`src/rtl/core/mgvfm_pkg.sv`:
```
package mgvfm_pkg;

  localparam int READING_BITS = 10;
  localparam int COUNT_BITS   = 15;
  localparam int GAIN_BITS    = 8;
  localparam int DIV_BITS     = 16;
  localparam int LIMIT_BITS   = 8;
  localparam int DELAY_BITS   = 8;
  localparam int PROD_BITS    = READING_BITS + GAIN_BITS;
  localparam int WIN_BITS     = 12;
  localparam int ADDR_BITS    = 5;
  localparam int DATA_BITS    = 32;

  localparam logic [COUNT_BITS-1:0] IDLE_MARK = COUNT_BITS'(25500);

  localparam logic [COUNT_BITS-1:0] MAINS_UNSET_COUNT = COUNT_BITS'(400);
  localparam logic [COUNT_BITS-1:0] GEN_UNSET_COUNT   = COUNT_BITS'(500);
  localparam logic [COUNT_BITS-1:0] MAINS_DELAY_SCALE = COUNT_BITS'(100);
  localparam logic [COUNT_BITS-1:0] GEN_DELAY_SCALE   = COUNT_BITS'(25);
  localparam logic [DELAY_BITS-1:0] UNSET_DELAY       = DELAY_BITS'(255);
  localparam logic [WIN_BITS-1:0]   LIMIT_SCALE       = WIN_BITS'(10);

  localparam logic [GAIN_BITS-1:0]  GAIN_RESET    = GAIN_BITS'(215);
  localparam logic [DIV_BITS-1:0]   DIVISOR_RESET = DIV_BITS'(602);
  localparam logic [LIMIT_BITS-1:0] LOW_RESET     = LIMIT_BITS'(100);
  localparam logic [LIMIT_BITS-1:0] HIGH_RESET    = LIMIT_BITS'(240);
  localparam logic [DELAY_BITS-1:0] DELAY_RESET   = DELAY_BITS'(255);

  localparam logic [2:0] REG_GAIN    = 3'd0;
  localparam logic [2:0] REG_DIVISOR = 3'd1;
  localparam logic [2:0] REG_LOW     = 3'd2;
  localparam logic [2:0] REG_HIGH    = 3'd3;
  localparam logic [2:0] REG_DELAY   = 3'd4;

  localparam logic OP_SAMPLE = 1'b0;
  localparam logic OP_TICK   = 1'b1;

  localparam logic [1:0] ACT_BOTH  = 2'd0;
  localparam logic [1:0] ACT_MAINS = 2'd1;
  localparam logic [1:0] ACT_GEN   = 2'd2;
  localparam logic [1:0] ACT_NONE  = 2'd3;

  typedef struct packed {
    logic                    op;
    logic [READING_BITS-1:0] generator_reading;
    logic [READING_BITS-1:0] mains_reading_a;
    logic [READING_BITS-1:0] mains_reading_b;
    logic [READING_BITS-1:0] mains_reading_c;
  } in_item_t;

  typedef struct packed {
    logic [1:0] action;
    logic       mains_out_of_window;
    logic       generator_out_of_window;
  } out_item_t;

endpackage

```
`src/rtl/core/mains_generator_voltage_fault_monitor.sv`:
```
// Mains and generator voltage fault monitor.
// Input channel (in_valid, in_stall, in_data): a transaction is either a
// sample (op clear) with one generator and three mains readings, or a
// timer tick (op set). A tick is taken without a stall, decrements the
// armed countdowns and gives no result. A sample scales each reading by
// gain/divisor, checks it against the voltage window, arms or clears the
// countdowns and gives one result on the output channel (out_valid,
// out_stall, out_data).
// A sample takes, per reading, one load, 18 restoring divide steps and
// one window check, then one more step to post the result; in_stall
// stays high until it is posted. The next transaction is taken in the
// cycle after that, and none while a sample is in progress.
// The result sits in an output register; while the receiver stalls, the
// block still accepts ticks, and a finished sample waits until the
// register frees. Registers are to be written over the APB port only
// while the block is idle; the block itself does not enforce it.
// Synchronous reset restores register defaults, empties the output and
// sets both countdowns to zero (expired, not idle).
module mains_generator_voltage_fault_monitor (
  input  logic                          clk,
  input  logic                          rst,
  input  logic                          in_valid,
  output logic                          in_stall,
  input  mgvfm_pkg::in_item_t           in_data,
  output logic                          out_valid,
  input  logic                          out_stall,
  output mgvfm_pkg::out_item_t          out_data,
  input  logic                          psel,
  input  logic                          penable,
  input  logic                          pwrite,
  input  logic [mgvfm_pkg::ADDR_BITS-1:0] paddr,
  input  logic [mgvfm_pkg::DATA_BITS-1:0] pwdata,
  output logic [mgvfm_pkg::DATA_BITS-1:0] prdata,
  output logic                          pready
);
  import mgvfm_pkg::*;

  localparam int STEP_BITS = $clog2(PROD_BITS);
  localparam logic [STEP_BITS-1:0] LAST_STEP = STEP_BITS'(PROD_BITS - 1);

  typedef enum logic [2:0] {ST_IDLE, ST_MUL, ST_DIV, ST_CHK, ST_DONE} state_t;

  state_t                  state;
  logic [GAIN_BITS-1:0]    scale_gain;
  logic [DIV_BITS-1:0]     scale_divisor;
  logic [LIMIT_BITS-1:0]   low_limit;
  logic [LIMIT_BITS-1:0]   high_limit;
  logic [DELAY_BITS-1:0]   fault_delay;
  logic [COUNT_BITS-1:0]   mains_count;
  logic [COUNT_BITS-1:0]   gen_count;
  in_item_t                item;
  logic [1:0]              phase;
  logic [STEP_BITS-1:0]    step;
  logic [PROD_BITS-1:0]    quo;
  logic [DIV_BITS-1:0]     rem;
  logic                    mains_bad;
  logic                    gen_bad;

  logic                    cfg_write;
  logic [2:0]              reg_index;
  logic [READING_BITS-1:0] reading;
  logic [DIV_BITS:0]       rem_shift;
  logic [DIV_BITS:0]       rem_diff;
  logic                    fits;
  logic [WIN_BITS-1:0]     low_win;
  logic [WIN_BITS-1:0]     high_win;
  logic                    reading_bad;
  logic [COUNT_BITS-1:0]   mains_arm;
  logic [COUNT_BITS-1:0]   gen_arm;
  logic [COUNT_BITS-1:0]   mains_tick;
  logic [COUNT_BITS-1:0]   gen_tick;
  logic [COUNT_BITS-1:0]   mains_count_next;
  logic [COUNT_BITS-1:0]   gen_count_next;
  logic [1:0]              action_next;

  assign pready    = 1'b1;
  assign reg_index = paddr[ADDR_BITS-1:2];
  assign cfg_write = psel && penable && pwrite;
  assign in_stall  = (state != ST_IDLE);

  always_ff @(posedge clk) begin
    if (rst) begin
      scale_gain    <= GAIN_RESET;
      scale_divisor <= DIVISOR_RESET;
      low_limit     <= LOW_RESET;
      high_limit    <= HIGH_RESET;
      fault_delay   <= DELAY_RESET;
    end else if (cfg_write) begin
      unique case (reg_index)
        REG_GAIN:    scale_gain    <= pwdata[GAIN_BITS-1:0];
        REG_DIVISOR: scale_divisor <= pwdata[DIV_BITS-1:0];
        REG_LOW:     low_limit     <= pwdata[LIMIT_BITS-1:0];
        REG_HIGH:    high_limit    <= pwdata[LIMIT_BITS-1:0];
        REG_DELAY:   fault_delay   <= pwdata[DELAY_BITS-1:0];
        default:     ;
      endcase
    end
  end

  always_comb begin
    unique case (reg_index)
      REG_GAIN:    prdata = DATA_BITS'(scale_gain);
      REG_DIVISOR: prdata = DATA_BITS'(scale_divisor);
      REG_LOW:     prdata = DATA_BITS'(low_limit);
      REG_HIGH:    prdata = DATA_BITS'(high_limit);
      REG_DELAY:   prdata = DATA_BITS'(fault_delay);
      default:     prdata = '0;
    endcase
  end

  always_comb begin
    unique case (phase)
      2'd0:    reading = item.generator_reading;
      2'd1:    reading = item.mains_reading_a;
      2'd2:    reading = item.mains_reading_b;
      default: reading = item.mains_reading_c;
    endcase
  end

  // one restoring divide step
  assign rem_shift = {rem, quo[PROD_BITS-1]};
  assign rem_diff  = rem_shift - {1'b0, scale_divisor};
  assign fits      = (rem_shift >= {1'b0, scale_divisor});

  assign low_win     = WIN_BITS'(low_limit) * LIMIT_SCALE;
  assign high_win    = WIN_BITS'(high_limit) * LIMIT_SCALE;
  assign reading_bad = (scale_divisor == '0)
                    || (quo < PROD_BITS'(low_win))
                    || (quo > PROD_BITS'(high_win));

  assign mains_arm = (fault_delay == UNSET_DELAY) ? MAINS_UNSET_COUNT
                   : COUNT_BITS'(fault_delay) * MAINS_DELAY_SCALE;
  assign gen_arm   = (fault_delay == UNSET_DELAY) ? GEN_UNSET_COUNT
                   : COUNT_BITS'(fault_delay) * GEN_DELAY_SCALE;

  assign mains_tick = (mains_count != IDLE_MARK && mains_count != '0)
                    ? mains_count - COUNT_BITS'(1) : mains_count;
  assign gen_tick   = (gen_count != IDLE_MARK && gen_count != '0)
                    ? gen_count - COUNT_BITS'(1) : gen_count;

  always_comb begin
    if (!mains_bad) begin
      mains_count_next = IDLE_MARK;
    end else if (mains_count == IDLE_MARK) begin
      mains_count_next = mains_arm;
    end else begin
      mains_count_next = mains_count;
    end
    if (!gen_bad) begin
      gen_count_next = IDLE_MARK;
    end else if (gen_count == IDLE_MARK) begin
      gen_count_next = gen_arm;
    end else begin
      gen_count_next = gen_count;
    end
    priority if (mains_bad && gen_bad && mains_count_next == '0 && gen_count_next == '0) begin
      action_next = ACT_BOTH;
    end else if (mains_bad && mains_count_next == '0) begin
      action_next = ACT_MAINS;
    end else if (gen_bad && gen_count_next == '0) begin
      action_next = ACT_GEN;
    end else begin
      action_next = ACT_NONE;
    end
  end

  always_ff @(posedge clk) begin
    if (rst) begin
      state       <= ST_IDLE;
      out_valid   <= 1'b0;
      mains_count <= '0;
      gen_count   <= '0;
    end else begin
      out_valid <= (state == ST_DONE) || (out_valid && out_stall);
      unique case (state)
        ST_IDLE: begin
          if (in_valid) begin
            if (in_data.op == OP_TICK) begin
              mains_count <= mains_tick;
              gen_count   <= gen_tick;
            end else begin
              item      <= in_data;
              phase     <= 2'd0;
              mains_bad <= 1'b0;
              gen_bad   <= 1'b0;
              state     <= ST_MUL;
            end
          end
        end
        ST_MUL: begin
          quo   <= PROD_BITS'(reading) * PROD_BITS'(scale_gain);
          rem   <= '0;
          step  <= '0;
          state <= ST_DIV;
        end
        ST_DIV: begin
          quo  <= {quo[PROD_BITS-2:0], fits};
          rem  <= fits ? rem_diff[DIV_BITS-1:0] : rem_shift[DIV_BITS-1:0];
          step <= step + STEP_BITS'(1);
          if (step == LAST_STEP) begin
            state <= ST_CHK;
          end
        end
        ST_CHK: begin
          if (phase == 2'd0) begin
            gen_bad <= reading_bad;
          end else begin
            mains_bad <= mains_bad || reading_bad;
          end
          phase <= phase + 2'd1;
          state <= (phase == 2'd3) ? ST_DONE : ST_MUL;
        end
        ST_DONE: begin
          if (!out_valid || !out_stall) begin
            mains_count                      <= mains_count_next;
            gen_count                        <= gen_count_next;
            out_data.action                  <= action_next;
            out_data.mains_out_of_window     <= mains_bad;
            out_data.generator_out_of_window <= gen_bad;
            state                            <= ST_IDLE;
          end
        end
        default: state <= ST_IDLE;
      endcase
    end
  end

endmodule

```
`config.mk`:
```
export PLATFORM = sky130hd
export DESIGN_NAME = mains_generator_voltage_fault_monitor
export DESIGN_NICKNAME = d
export VERILOG_FILES = /design/src/rtl/core/mgvfm_pkg.sv /design/src/rtl/core/mains_generator_voltage_fault_monitor.sv
export SDC_FILE = /design/constraint.sdc
export NUM_CORES = 1
export LEC_CHECK = 0
export BUFFER_PORTS_ARGS = -buffer_cell sky130_fd_sc_hd__buf_4
export CORE_UTILIZATION = 61
export CTS_CLUSTER_DIAMETER = 30
export DETAILED_ROUTE_END_ITERATION = 10
export GPL_ROUTABILITY_DRIVEN = 0
export PLACE_DENSITY = 0.82
export SYNTH_ARGS = -nofsm -noshare
export SYNTH_HDL_FRONTEND = slang
export SYNTH_SLANG_ARGS = --single-unit
```
`constraint.sdc`:
```
create_clock -name clk -period 6.4 [get_ports clk]
set_clock_uncertainty 0.1 [all_clocks]
set_input_delay 0.32 -clock clk [delete_from_list [all_inputs] [get_ports clk]]
set_output_delay 0.32 -clock clk [all_outputs]
set_load 0.01 [all_outputs]
```
# After elaboration in Yosys (flattened, before gate mapping)
# Index checks and enable logic that the tools add are counted.
# totals
reg_bits,169
# op_classes
reduce_logical,44
eq_ne,26
mux,39
add_sub_neg,5
magnitude_cmp,3
n_mul,5
n_bitwise,2
# op_table
operator,n
15-bit two-way mux,13
16-bit one-hot mux with 5 select lines,1
15-bit one-hot mux with 2 select lines,2
18-bit one-hot mux with 2 select lines,1
16-bit one-hot mux with 2 select lines,1
15-bit == test (second input constant),2
15-bit zero test,2
15-bit inequality test (second input constant),2
10-bit one-hot mux with 3 select lines,1
15-bit nonzero test,2
15-bit by 1-bit subtractor with 15-bit output (second input constant),2
8-bit by 5-bit multiplier with 13-bit output (second input constant),2
8-bit by 3-bit multiplier with 11-bit output (second input constant),2
5-bit AND reduction,4
18-bit by 12-bit > comparator with 1-bit output,1
18-bit by 12-bit less-than comparator with 1-bit output,1
10-bit by 8-bit multiplier with 18-bit output,1
17-bit by 16-bit greater-or-equal comparator with 1-bit output,1
16-bit zero test,1
16-bit two-way mux,1
2-bit inequality test (second input constant),8
16-bit subtractor,1
3-bit two-way mux,5
3-bit one-hot mux with 5 select lines,1
28 further kinds,66

# Logic depth before layout (Yosys ltp)
# Gate-level depths: netlist (run 1).
# depth
depth_word,8
mapped_depth,22

# Worst setup path after synthesis (run 1)
# No wires, ideal clock.
# synth_path
path_type,flip-flop to flip-flop
from,register phase[0]
to,register quo[16] (data pin)
slack_ns,0.470
synth_period_minus_slack_ns,5.930
arrival_ns,5.549
setup_time_ns,0.281
path_stages_with_launch,19
required_time_ns,6.019
path_cell_list,edfxtp_1 > ha_1 > buf_1 > mux2i_1 > and2_1 > fa_1 > fa_1 > fa_1 > inv_1 > fa_1 > inv_1 > ha_1 > or4_1 > o211a_2 > a2111oi_1 > o21ai_1 > a31oi_1 > xor2_1 > o21ai_1
# synth_between
elab_chain_cells,4
word_cells_on_any_way,6
classes_between,mul (1); eq/ne (2); mux (2); reduce/logical (1)
# synth_rtl
element,line,source
from (decl),mains_generator_voltage_fault_monitor.sv:52,logic [1:0] phase;
from (signal assigned),mains_generator_voltage_fault_monitor.sv:210,phase <= phase + 2'd1;
"2-bit == test, or another cell as far along",mains_generator_voltage_fault_monitor.sv:112,unique case (phase)
10-bit one-hot mux with 3 select lines *,mains_generator_voltage_fault_monitor.sv:112,
10-bit by 8-bit multiplier with 18-bit output *,mains_generator_voltage_fault_monitor.sv:191,quo <= PROD_BITS'(reading) * PROD_BITS'(scale_gain);
18-bit one-hot mux with 2 select lines *,mains_generator_voltage_fault_monitor.sv:175,unique case (state)
to (signal assigned),mains_generator_voltage_fault_monitor.sv:191,
to (signal assigned),mains_generator_voltage_fault_monitor.sv:197,"quo <= {quo[PROD_BITS-2:0], fits};"
to (decl),mains_generator_voltage_fault_monitor.sv:54,logic [PROD_BITS-1:0] quo;
# Mark *: on every way between the ends. The rest lies on a longest branch, timed or not.
# A chain may end at the register's enable or synchronous reset.

# Final worst setup path (run 1)
# Same ends and word-level chain as after synthesis.

==> results of run 1 <==
power breakdown:
part           total, mW  switching [mW]  internal, mW
Clock               1.02           0.476         0.544
Combinational       1.97            1.12         0.852
Sequential          1.43           0.150          1.28
Total               4.42            1.74          2.68
layer usage:
| layer | track usage [%] | up-vias | wire length (um) |
|---|---|---|---|
| met1 | 40.5 | 5511 | 14200 |
| met2 | 51.1 | 608 | 16100 |
| met3 | 6.81 | 75 | 3250 |
| met5 | 0 | - | 0 |
| li1 | - | 5477 | - |
| met4 | 10.1 | 0 | 858 |
through the flow:
| stage | hold slack, ps | setup WS (ps) | area [sq um] | utilization [%] |
|---|---|---|---|---|
| 2_1_floorplan | 319 | 470 | 13600 | - |
| 3_3_place_gp | 375 | 141 | 14300 | 65.8 |
| 3_5_place_dp | 385 | 34.8 | 14300 | 65.8 |
| 4_1_cts | 19.6 | 47.7 | 15300 | 70.2 |
| 5_1_grt | 19.4 | -25.3 | 15300 | 70.5 |
| 6_report | 22.9 | 215 | 15300 | 70.5 |
cell usage in the layout, fill, tap and decap left out, types with 6 or more instances in the layout:
cell           Yosys  routed
a22oi_1           23      23
dlygate4sd3_1      0      41
ha_1             137     134
mux2_2             7       7
o22ai_1           15      15
a211o_1           21      21
o31ai_1           10      10
buf_4             17     106
conb_1             2      17
nor3_1            30      29
nand2b_1          11      11
fa_1              54      54
a222oi_1          10      10
nor2b_1           23      23
edfxtp_1          87      87
o21ai_1           27      27
a21oi_1           99      99
nor4_1            11      10
xnor2_1           21      21
nand3_1           29      29
dfxtp_1           82      82
o21a_1            11      11
a211oi_1          13      13
o21bai_1           6       6
nand4_1           17      17
nand3b_1          11      11
a31oi_1            7       7
a21o_1            12      12
inv_1            134     135
mux2i_1           34      29
nor2_1           114     113
clkbuf_16          0      17
o21ai_0           51      51
and2_1            88      88
nand2_1          118     118
nor3b_1            8       7
o211ai_1           6       6
xor2_1            25      25
cells by family after synthesis:
group           after synthesis
fa+ha+maj                   191
other cells                   2
mux                          41
compound gates              340
simple gates                495
flops                       169
xor+xnor                     46
buf+inv                     223
worst max path at each step:
stage | cells past startpoint | slack [ps] | end
floorplan | 18 | 470 | quo[16]$_DFFE_PP_
global placement | 19 | 140 | quo[16]$_DFFE_PP_
detailed placement | 19 | 30 | quo[16]$_DFFE_PP_
CTS | 19 | 50 | quo[16]$_DFFE_PP_
global route | 18 | -30 | quo[16]$_DFFE_PP_
finish | 18 | 220 | quo[16]$_DFFE_PP_
state kept, by name (all words and copies together), names as in the netlist, 5 cells and up:
signal and flops:
gen_count 15, mains_count 15, rem 16, step 5, scale_divisor 16, scale_gain 8
quo 18, high_limit 8, low_limit 8, item 40, fault_delay 8
final cells by class:
type                    count  area, sq um  area share, %
clock buffers              20          437           2.85
clock inverters            12          114          0.742
inverters                 135          507           3.30
multi-input cells        1130         8480           55.2
flip-flops and latches    169         4250           27.7
well taps                 280          350           2.28
repair buffers            147         1210           7.86
critical path: stages, from the launching register on:
cell and delay, ps:
edfxtp_1 440, ha_1 360, a222oi_1 430, mux2i_2 220, and2_1 230, fa_1 550
fa_1 450, fa_1 550, inv_1 50, fa_1 520, inv_1 40, ha_1 250
or4_1 550, o211a_2 190, a2111oi_2 460, o21ai_1 100, a31oi_1 220, xor2_1 160
o21ai_1 60
repair_timing:
item	CTS	global route
hold buffers	41	0
endpoints found under the hold margin	41	0
resized for setup	0	9
setup endpoints to repair	0	2
setup buffers	0	4
==> reports/metrics.csv, run 1 <==
stage,metric,value,unit
outcome,outcome,completed,
min_path,Worst Hold End,scale_divisor[13]$_SDFFE_PP0P_,
worst_setup_path,Crit Path Max Fanout,10,
route,DR WL/cell,18.2,um
timing,number of max-slew violations in the final report,0,
cts,"Clk pin slew, worst setup/hold paths",80,ps
synthesis,Synthesis Warnings,0,
synthesis,syn_area_per_cell,8.98,sq um
global_route,gr ovfl total,0,
timing,measured slew at the worst slew-check pin,1140,ps
floorplanning,Die Area,22800,sq um
timing,final hold viol count,0,
timing,Final setup viols,0,
synthesis,Post-Syn Area,13500,sq um
worst_setup_path,Critical Path Sink Type,flip-flop,
timing,fmax,0.162,GHz
synthesis,share of the synthesized area in the top cell type,19.3,%
floorplanning,I/O Pins,124,
worst_setup_path,WS Path Type,flip-flop to flip-flop,
worst_setup_path,CP arrival,6280,ps
worst_setup_path,CP required,6490,ps
global_route,first-pass GRT wire length,55.3,mm
final_layout,layout net count,1876,
route,via count,11700,
route,Antenna Nets Post-Route,0,
floorplanning,die height,151,um
synthesis,post-synthesis compound-gate area fraction,16.1,%
min_path,worst hold path stage count,3,
synthesis,Synth Area in XOR/XNOR,2.98,%
power_and_ir_drop,P_leak,6.46,nW
synthesis,"count leader, synth",ha_1,
timing,relative slew slack,23.6,%
synthesis,Synth Area in Simple Gates,18.9,%
synthesis,Area contributors post-synth,"edfxtp_1 (19%), ha_1 (13%), dfxtp_1 (12%)",
timing,Tmin final,6180,ps
placed_design,port bufs,88,
synthesis,main combinational cell family by area after synthesis,adder cells,
placed_design,dpl cells,1816,
power_and_ir_drop,Max IR drop VDD,0.174,mV
worst_setup_path,Crit. Startpoint,phase[0]$_SDFFCE_PN0P_,
final_layout,Fill cells,1620,
cts,CTS tree,done,
synthesis,most instantiated cells after synthesis,"ha_1 (137), inv_1 (134), nand2_1 (118), nor2_1 (114), a21oi_1 (99)",
synthesis,Async SR Flop Fraction,0,%
power_and_ir_drop,Pwr per Cell Area,288,nW/um^2
cts,TritonCTS Buffers,17,
synthesis,sequential area share after synthesis,31.4,%
global_route,vias in the first global route,11200,
synthesis,Yosys top cell by area,edfxtp_1,
flow_run,Max-Cap Viols,0,
floorplanning,initial cell density of the core,62.2,%
cts,clock buffer depth,2,
route,Routed WL,34.4,mm
global_route,largest net degree at the start of global routing,70,
cts,Clock Latency Late Sink,440,ps
floorplanning,chip width,151,um
global_route,GRT Overall Usage,31.0,%
synthesis,Post-Synth Adder-Cell Area,20.7,%
timing,period utilization,96.6,%
worst_setup_path,worst r2r dst,quo[16]$_DFFE_PP_,
synthesis,"FF+latch count, synth",169,
placed_design,hpwl dp,24.6,mm
final_layout,ANT cells,0,
final_layout,fin cells,1893,
cts,CTS Sinks,169,
route,number of DRC markers in iteration 0,1012,
synthesis,synth unique cells,74,
worst_setup_path,R2R cell count,18,
floorplanning,# rows,54,
timing,setup TNS,0,ps
cts,htree depth,4,
final_layout,share of cells above drive strength 1,10.2,%
min_path,worst hold path class,input pin to flip-flop,
worst_setup_path,R2R Setup Slk,220,ps
synthesis,Main synth FF type,edfxtp_1,
synthesis,number of synthesized flops with an enable pin,87,
worst_setup_path,CP Launch Type,flip-flop,
route,via/cell ratio,6.17,
synthesis,multiplexer area fraction after synthesis,3.10,%
route,Remaining DRCs,0,
power_and_ir_drop,overall power,4.42,mW
cts,Clock Root Buffer,clkbuf_16,
min_path,hold_sp,pwdata[13],
worst_setup_path,Worst R2R Start,phase[0]$_SDFFCE_PN0P_,
global_route,initial antenna violation count,0,
synthesis,Cells after Synth,1507,
route,DRT Pass-1 Iters,6,
final_layout,P&R area growth vs syn,13.4,%
floorplanning,Core Box Area,21800,sq um
Note: power is estimated with default switching activity, not from simulation.
==> inputs of run 2 (changes only) <==
--- a/config.mk
+++ b/config.mk
@@ -5,12 +5,14 @@
 export SDC_FILE = /design/constraint.sdc
 export NUM_CORES = 1
 export LEC_CHECK = 0
+export ABC_AREA = 1
 export BUFFER_PORTS_ARGS = -buffer_cell sky130_fd_sc_hd__buf_4
+export CORE_ASPECT_RATIO = 1.75
 export CORE_UTILIZATION = 61
 export CTS_CLUSTER_DIAMETER = 30
 export DETAILED_ROUTE_END_ITERATION = 10
 export GPL_ROUTABILITY_DRIVEN = 0
-export PLACE_DENSITY = 0.82
+export PLACE_DENSITY = 0.81
 export SYNTH_ARGS = -nofsm -noshare
 export SYNTH_HDL_FRONTEND = slang
 export SYNTH_SLANG_ARGS = --single-unit
==> run 2 against run 1 <==
Against the previous run:
- power increased by 39%
- die area is 1.9% higher
- non-clock buffer count is 12 lower
- via count up 12%
- largest power group unchanged
==> reports/metrics.csv, run 2 <==
stage,metric,value,unit,change
synthesis,"count leader, synth",nand2_1,,
cts,Clock Root Buffer,clkbuf_16,,
worst_setup_path,CP required,6500,ps,about the same
synthesis,synth unique cells,55,,-26%
route,DR WL/cell,18.3,um,+0.44%
synthesis,syn_area_per_cell,7.67,sq um,-15%
worst_setup_path,"slowest stage delay, CP",570,ps,+20 ps
worst_setup_path,WP buf/inv,5,,+3
worst_setup_path,Critical Path Most Common Cell,inv_1,,
final_layout,Top reg by flops,item,,
route,number of DRC markers in iteration 0,1244,,+23%
worst_setup_path,Critical Path Sink Type,flip-flop,,
outcome,outcome,completed,,
final_layout,layout net count,2178,,+16%
route,Remaining DRCs,0,,unchanged
floorplanning,Die Area,23200,sq um,+1.9%
placed_design,setup slack after placement,498,ps,+464 ps
global_route,first-pass GRT wire length,64.4,mm,+16%
final_layout,Largest register FFs,40,,unchanged
power_and_ir_drop,P_leak,7.23,nW,+12%
floorplanning,die height,201,um,+33%
timing,Tmin final,6040,ps,-140 ps
global_route,largest net degree at the start of global routing,50,,-29%
worst_setup_path,CP Launch Type,flip-flop,,
power_and_ir_drop,Max IR drop VDD,0.557,mV,+220%
global_route,gr ovfl total,0,,unchanged
synthesis,"FF+latch count, synth",169,,unchanged
final_layout,Fill cells,1793,,+11%
cts,CTS Sinks,169,,unchanged
worst_setup_path,WS Path Type,flip-flop to flip-flop,,
timing,Final setup viols,0,,unchanged
synthesis,most instantiated cells after synthesis,"nand2_1 (305), nor2_1 (267), inv_1 (239), ha_1 (137), o21ai_0 (130)",,
final_layout,share of cells above drive strength 1,9.19,%,-1.0 points
cts,CTS tree,done,,
timing,final hold viol count,0,,unchanged
timing,unrepaired setup endpoints after global routing,false,,
timing,slack of the critical path,355,ps,+140 ps
timing,Hold Worst Slack,39.3,ps,+16.3 ps
flow_run,Max-Cap Viols,0,,unchanged
floorplanning,chip width,116,um,-23%
synthesis,Post-Syn Area,13800,sq um,+1.9%
synthesis,Synthesis Warnings,0,,unchanged
timing,period utilization,94.4,%,-2.2 points
cts,clock buffer depth,2,,unchanged
synthesis,Main synth FF type,edfxtp_1,,
worst_setup_path,"delay-heaviest family, CP",adder cells,,
global_route,GRT Overall Usage,36.4,%,+5.4 points
worst_setup_path,Crit Path Max Fanout,11,,+1
synthesis,Cells after Synth,1797,,+19%
placed_design,placed cell areas,14600,sq um,+1.8%
timing,number of max-slew violations in the final report,0,,unchanged
route,DRT Pass-1 Iters,5,,-1
route,via count,13100,,+12%
placed_design,hpwl dp,28.7,mm,+17%
synthesis,Yosys top cell by area,edfxtp_1,,
global_route,vias in the first global route,13300,,+19%
worst_setup_path,critical path cell sequence,inv_1 -> ha_1 -> nand2_1 -> nand2_1 -> a221oi_1 -> nor2_1 -> inv_1 -> nor2_1 -> fa_1 -> fa_1 -> fa_1 -> inv_1 -> fa_1 -> inv_1 -> ha_1 -> inv_1 -> o21bai_1 -> a21oi_1 -> o21ai_0 -> a21oi_1 -> xor2_1 -> o21ai_0,,
cts,Clock Latency Late Sink,470,ps,+30 ps
final_layout,"most common cell after layout, fill and taps aside",nand2_1,,
route,Antenna Nets Post-Route,0,,unchanged
timing,measured slew at the worst slew-check pin,818,ps,-325 ps
timing,setup TNS,0,ps,unchanged
timing,fmax,0.165,GHz,+2.3%
cts,Post CTS Setup Buffer Count,0,,unchanged
final_layout,P&R area growth vs syn,13.4,%,about the same
synthesis,Area contributors post-synth,"edfxtp_1 (19%), ha_1 (12%), dfxtp_1 (12%)",,
synthesis,Async SR Flop Fraction,0,%,unchanged
worst_setup_path,CP arrival,6140,ps,-140 ps
route,via/cell ratio,5.92,,-3.9%
cts,htree depth,4,,unchanged
cts,"Clk pin slew, worst setup/hold paths",80,ps,about the same
floorplanning,# rows,72,,+33%
final_layout,Regs by FF count,"item x40, quo x18",,
global_route,initial antenna violation count,1,,+1
route,Routed WL,40.4,mm,+17%
worst_setup_path,slowest CP cell,fa_1,,
timing,relative slew slack,45.3,%,+22 points
synthesis,number of synthesized flops with an enable pin,87,,unchanged
synthesis,sequential area share after synthesis,30.9,%,-0.58 points
floorplanning,I/O Pins,124,,unchanged
final_layout,post-layout util,70.6,%,about the same
placed_design,port bufs,88,,unchanged
floorplanning,initial cell density of the core,62.2,%,about the same
final_layout,"commonest non-fill, non-tap cells in the layout","nand2_1 (305), nor2_1 (267), inv_1 (238)",,
final_layout,post-route cell area,15600,sq um,+1.9%
min_path,worst hold path class,input pin to flip-flop,,
cts,TritonCTS Buffers,17,,unchanged
synthesis,share of the synthesized area in the top cell type,18.9,%,-0.35 points
power_and_ir_drop,Pwr per Cell Area,392,nW/um^2,+36%
floorplanning,Core Box Area,22200,sq um,+1.9%
-- run 2: power breakdown --
group,internal [mW],switching (mW)
clock network,0.577,0.562
registers,1.40,0.192
logic,1.24,2.15
total,3.22,2.90
-- run 2: layout make-up --
| class | count | area (sq um) | area share, % |
|---|---|---|---|
| well taps | 296 | 370 | 2.37 |
| repair buffers | 135 | 1120 | 7.14 |
| multi-input cells | 1327 | 8300 | 53.1 |
| clock buffers | 17 | 425 | 2.72 |
| inverters | 252 | 950 | 6.07 |
| diodes | 1 | 2.50 | 0.0160 |
| flip-flops and latches | 169 | 4250 | 27.2 |
| clock inverters | 15 | 218 | 1.39 |
-- run 2: what timing repair did --
action                                 CTS  global route
gates resized for setup                  0             1
endpoints found under the hold margin   41             0
setup endpoints to repair                0             2
hold buffers                            41             0
-- run 2: cell families (layout without fill, tap and decap cells) --
| family | count (synthesis) | after routing | share of synthesized area (%) |
|---|---|---|---|
| simple gates | 746 | 746 | 23.1 |
| compound gates | 328 | 328 | 13.4 |
| buf+inv | 316 | 419 | 9.47 |
| fa+ha+maj | 191 | 191 | 20.3 |
| flops | 169 | 169 | 30.9 |
| xor+xnor | 45 | 45 | 2.86 |
| other cells | 2 | 18 | 0.0545 |
-- run 2: per-layer routing --
| layer | routed length, um | vias to the layer above | track usage [%] |
|---|---|---|---|
| met1 | 13400 | 6118 | 36.0 |
| li1 | - | 6125 | - |
| met2 | 20800 | 630 | 63.8 |
| met3 | 2440 | 228 | 6.49 |
| met4 | 3860 | 0 | 31.7 |
| met5 | 0 | - | 0 |
-- run 2: per-stage QoR --
stage,cells,power [mW]
after floorplan,1812,4.11
after global placement,2138,4.82
after detailed placement,2138,4.90
after CTS,2211,6.05
after global routing,2212,6.63
final,2212,6.13
-- run 2: final timing paths --
path                                startpoint                           end  slack [ps]  cells after the start
hold reg to reg   mains_count[11]$_SDFFE_PP0P_  mains_count[11]$_SDFFE_PP0P_         410                      2
setup reg to reg        phase[0]$_SDFFCE_PN0P_             quo[13]$_DFFE_PP_         360                     22
setup / recovery        phase[0]$_SDFFCE_PN0P_             quo[13]$_DFFE_PP_         360                     22
hold / removal                       pwdata[6]    high_limit[6]$_SDFFE_PP1P_          40                      3
-- run 2: worst reg2reg max path: stages (launching register included) --
cell	delay, ps
edfxtp_1	420
inv_1	90
ha_1	380
nand2_1	150
nand2_1	60
a221oi_1	340
nor2_1	120
inv_1	260
nor2_1	120
fa_1	520
fa_1	550
fa_1	550
inv_1	50
fa_1	570
inv_1	50
ha_1	340
inv_1	100
o21bai_1	90
a21oi_1	260
o21ai_0	180
a21oi_1	200
xor2_1	210
o21ai_0	90
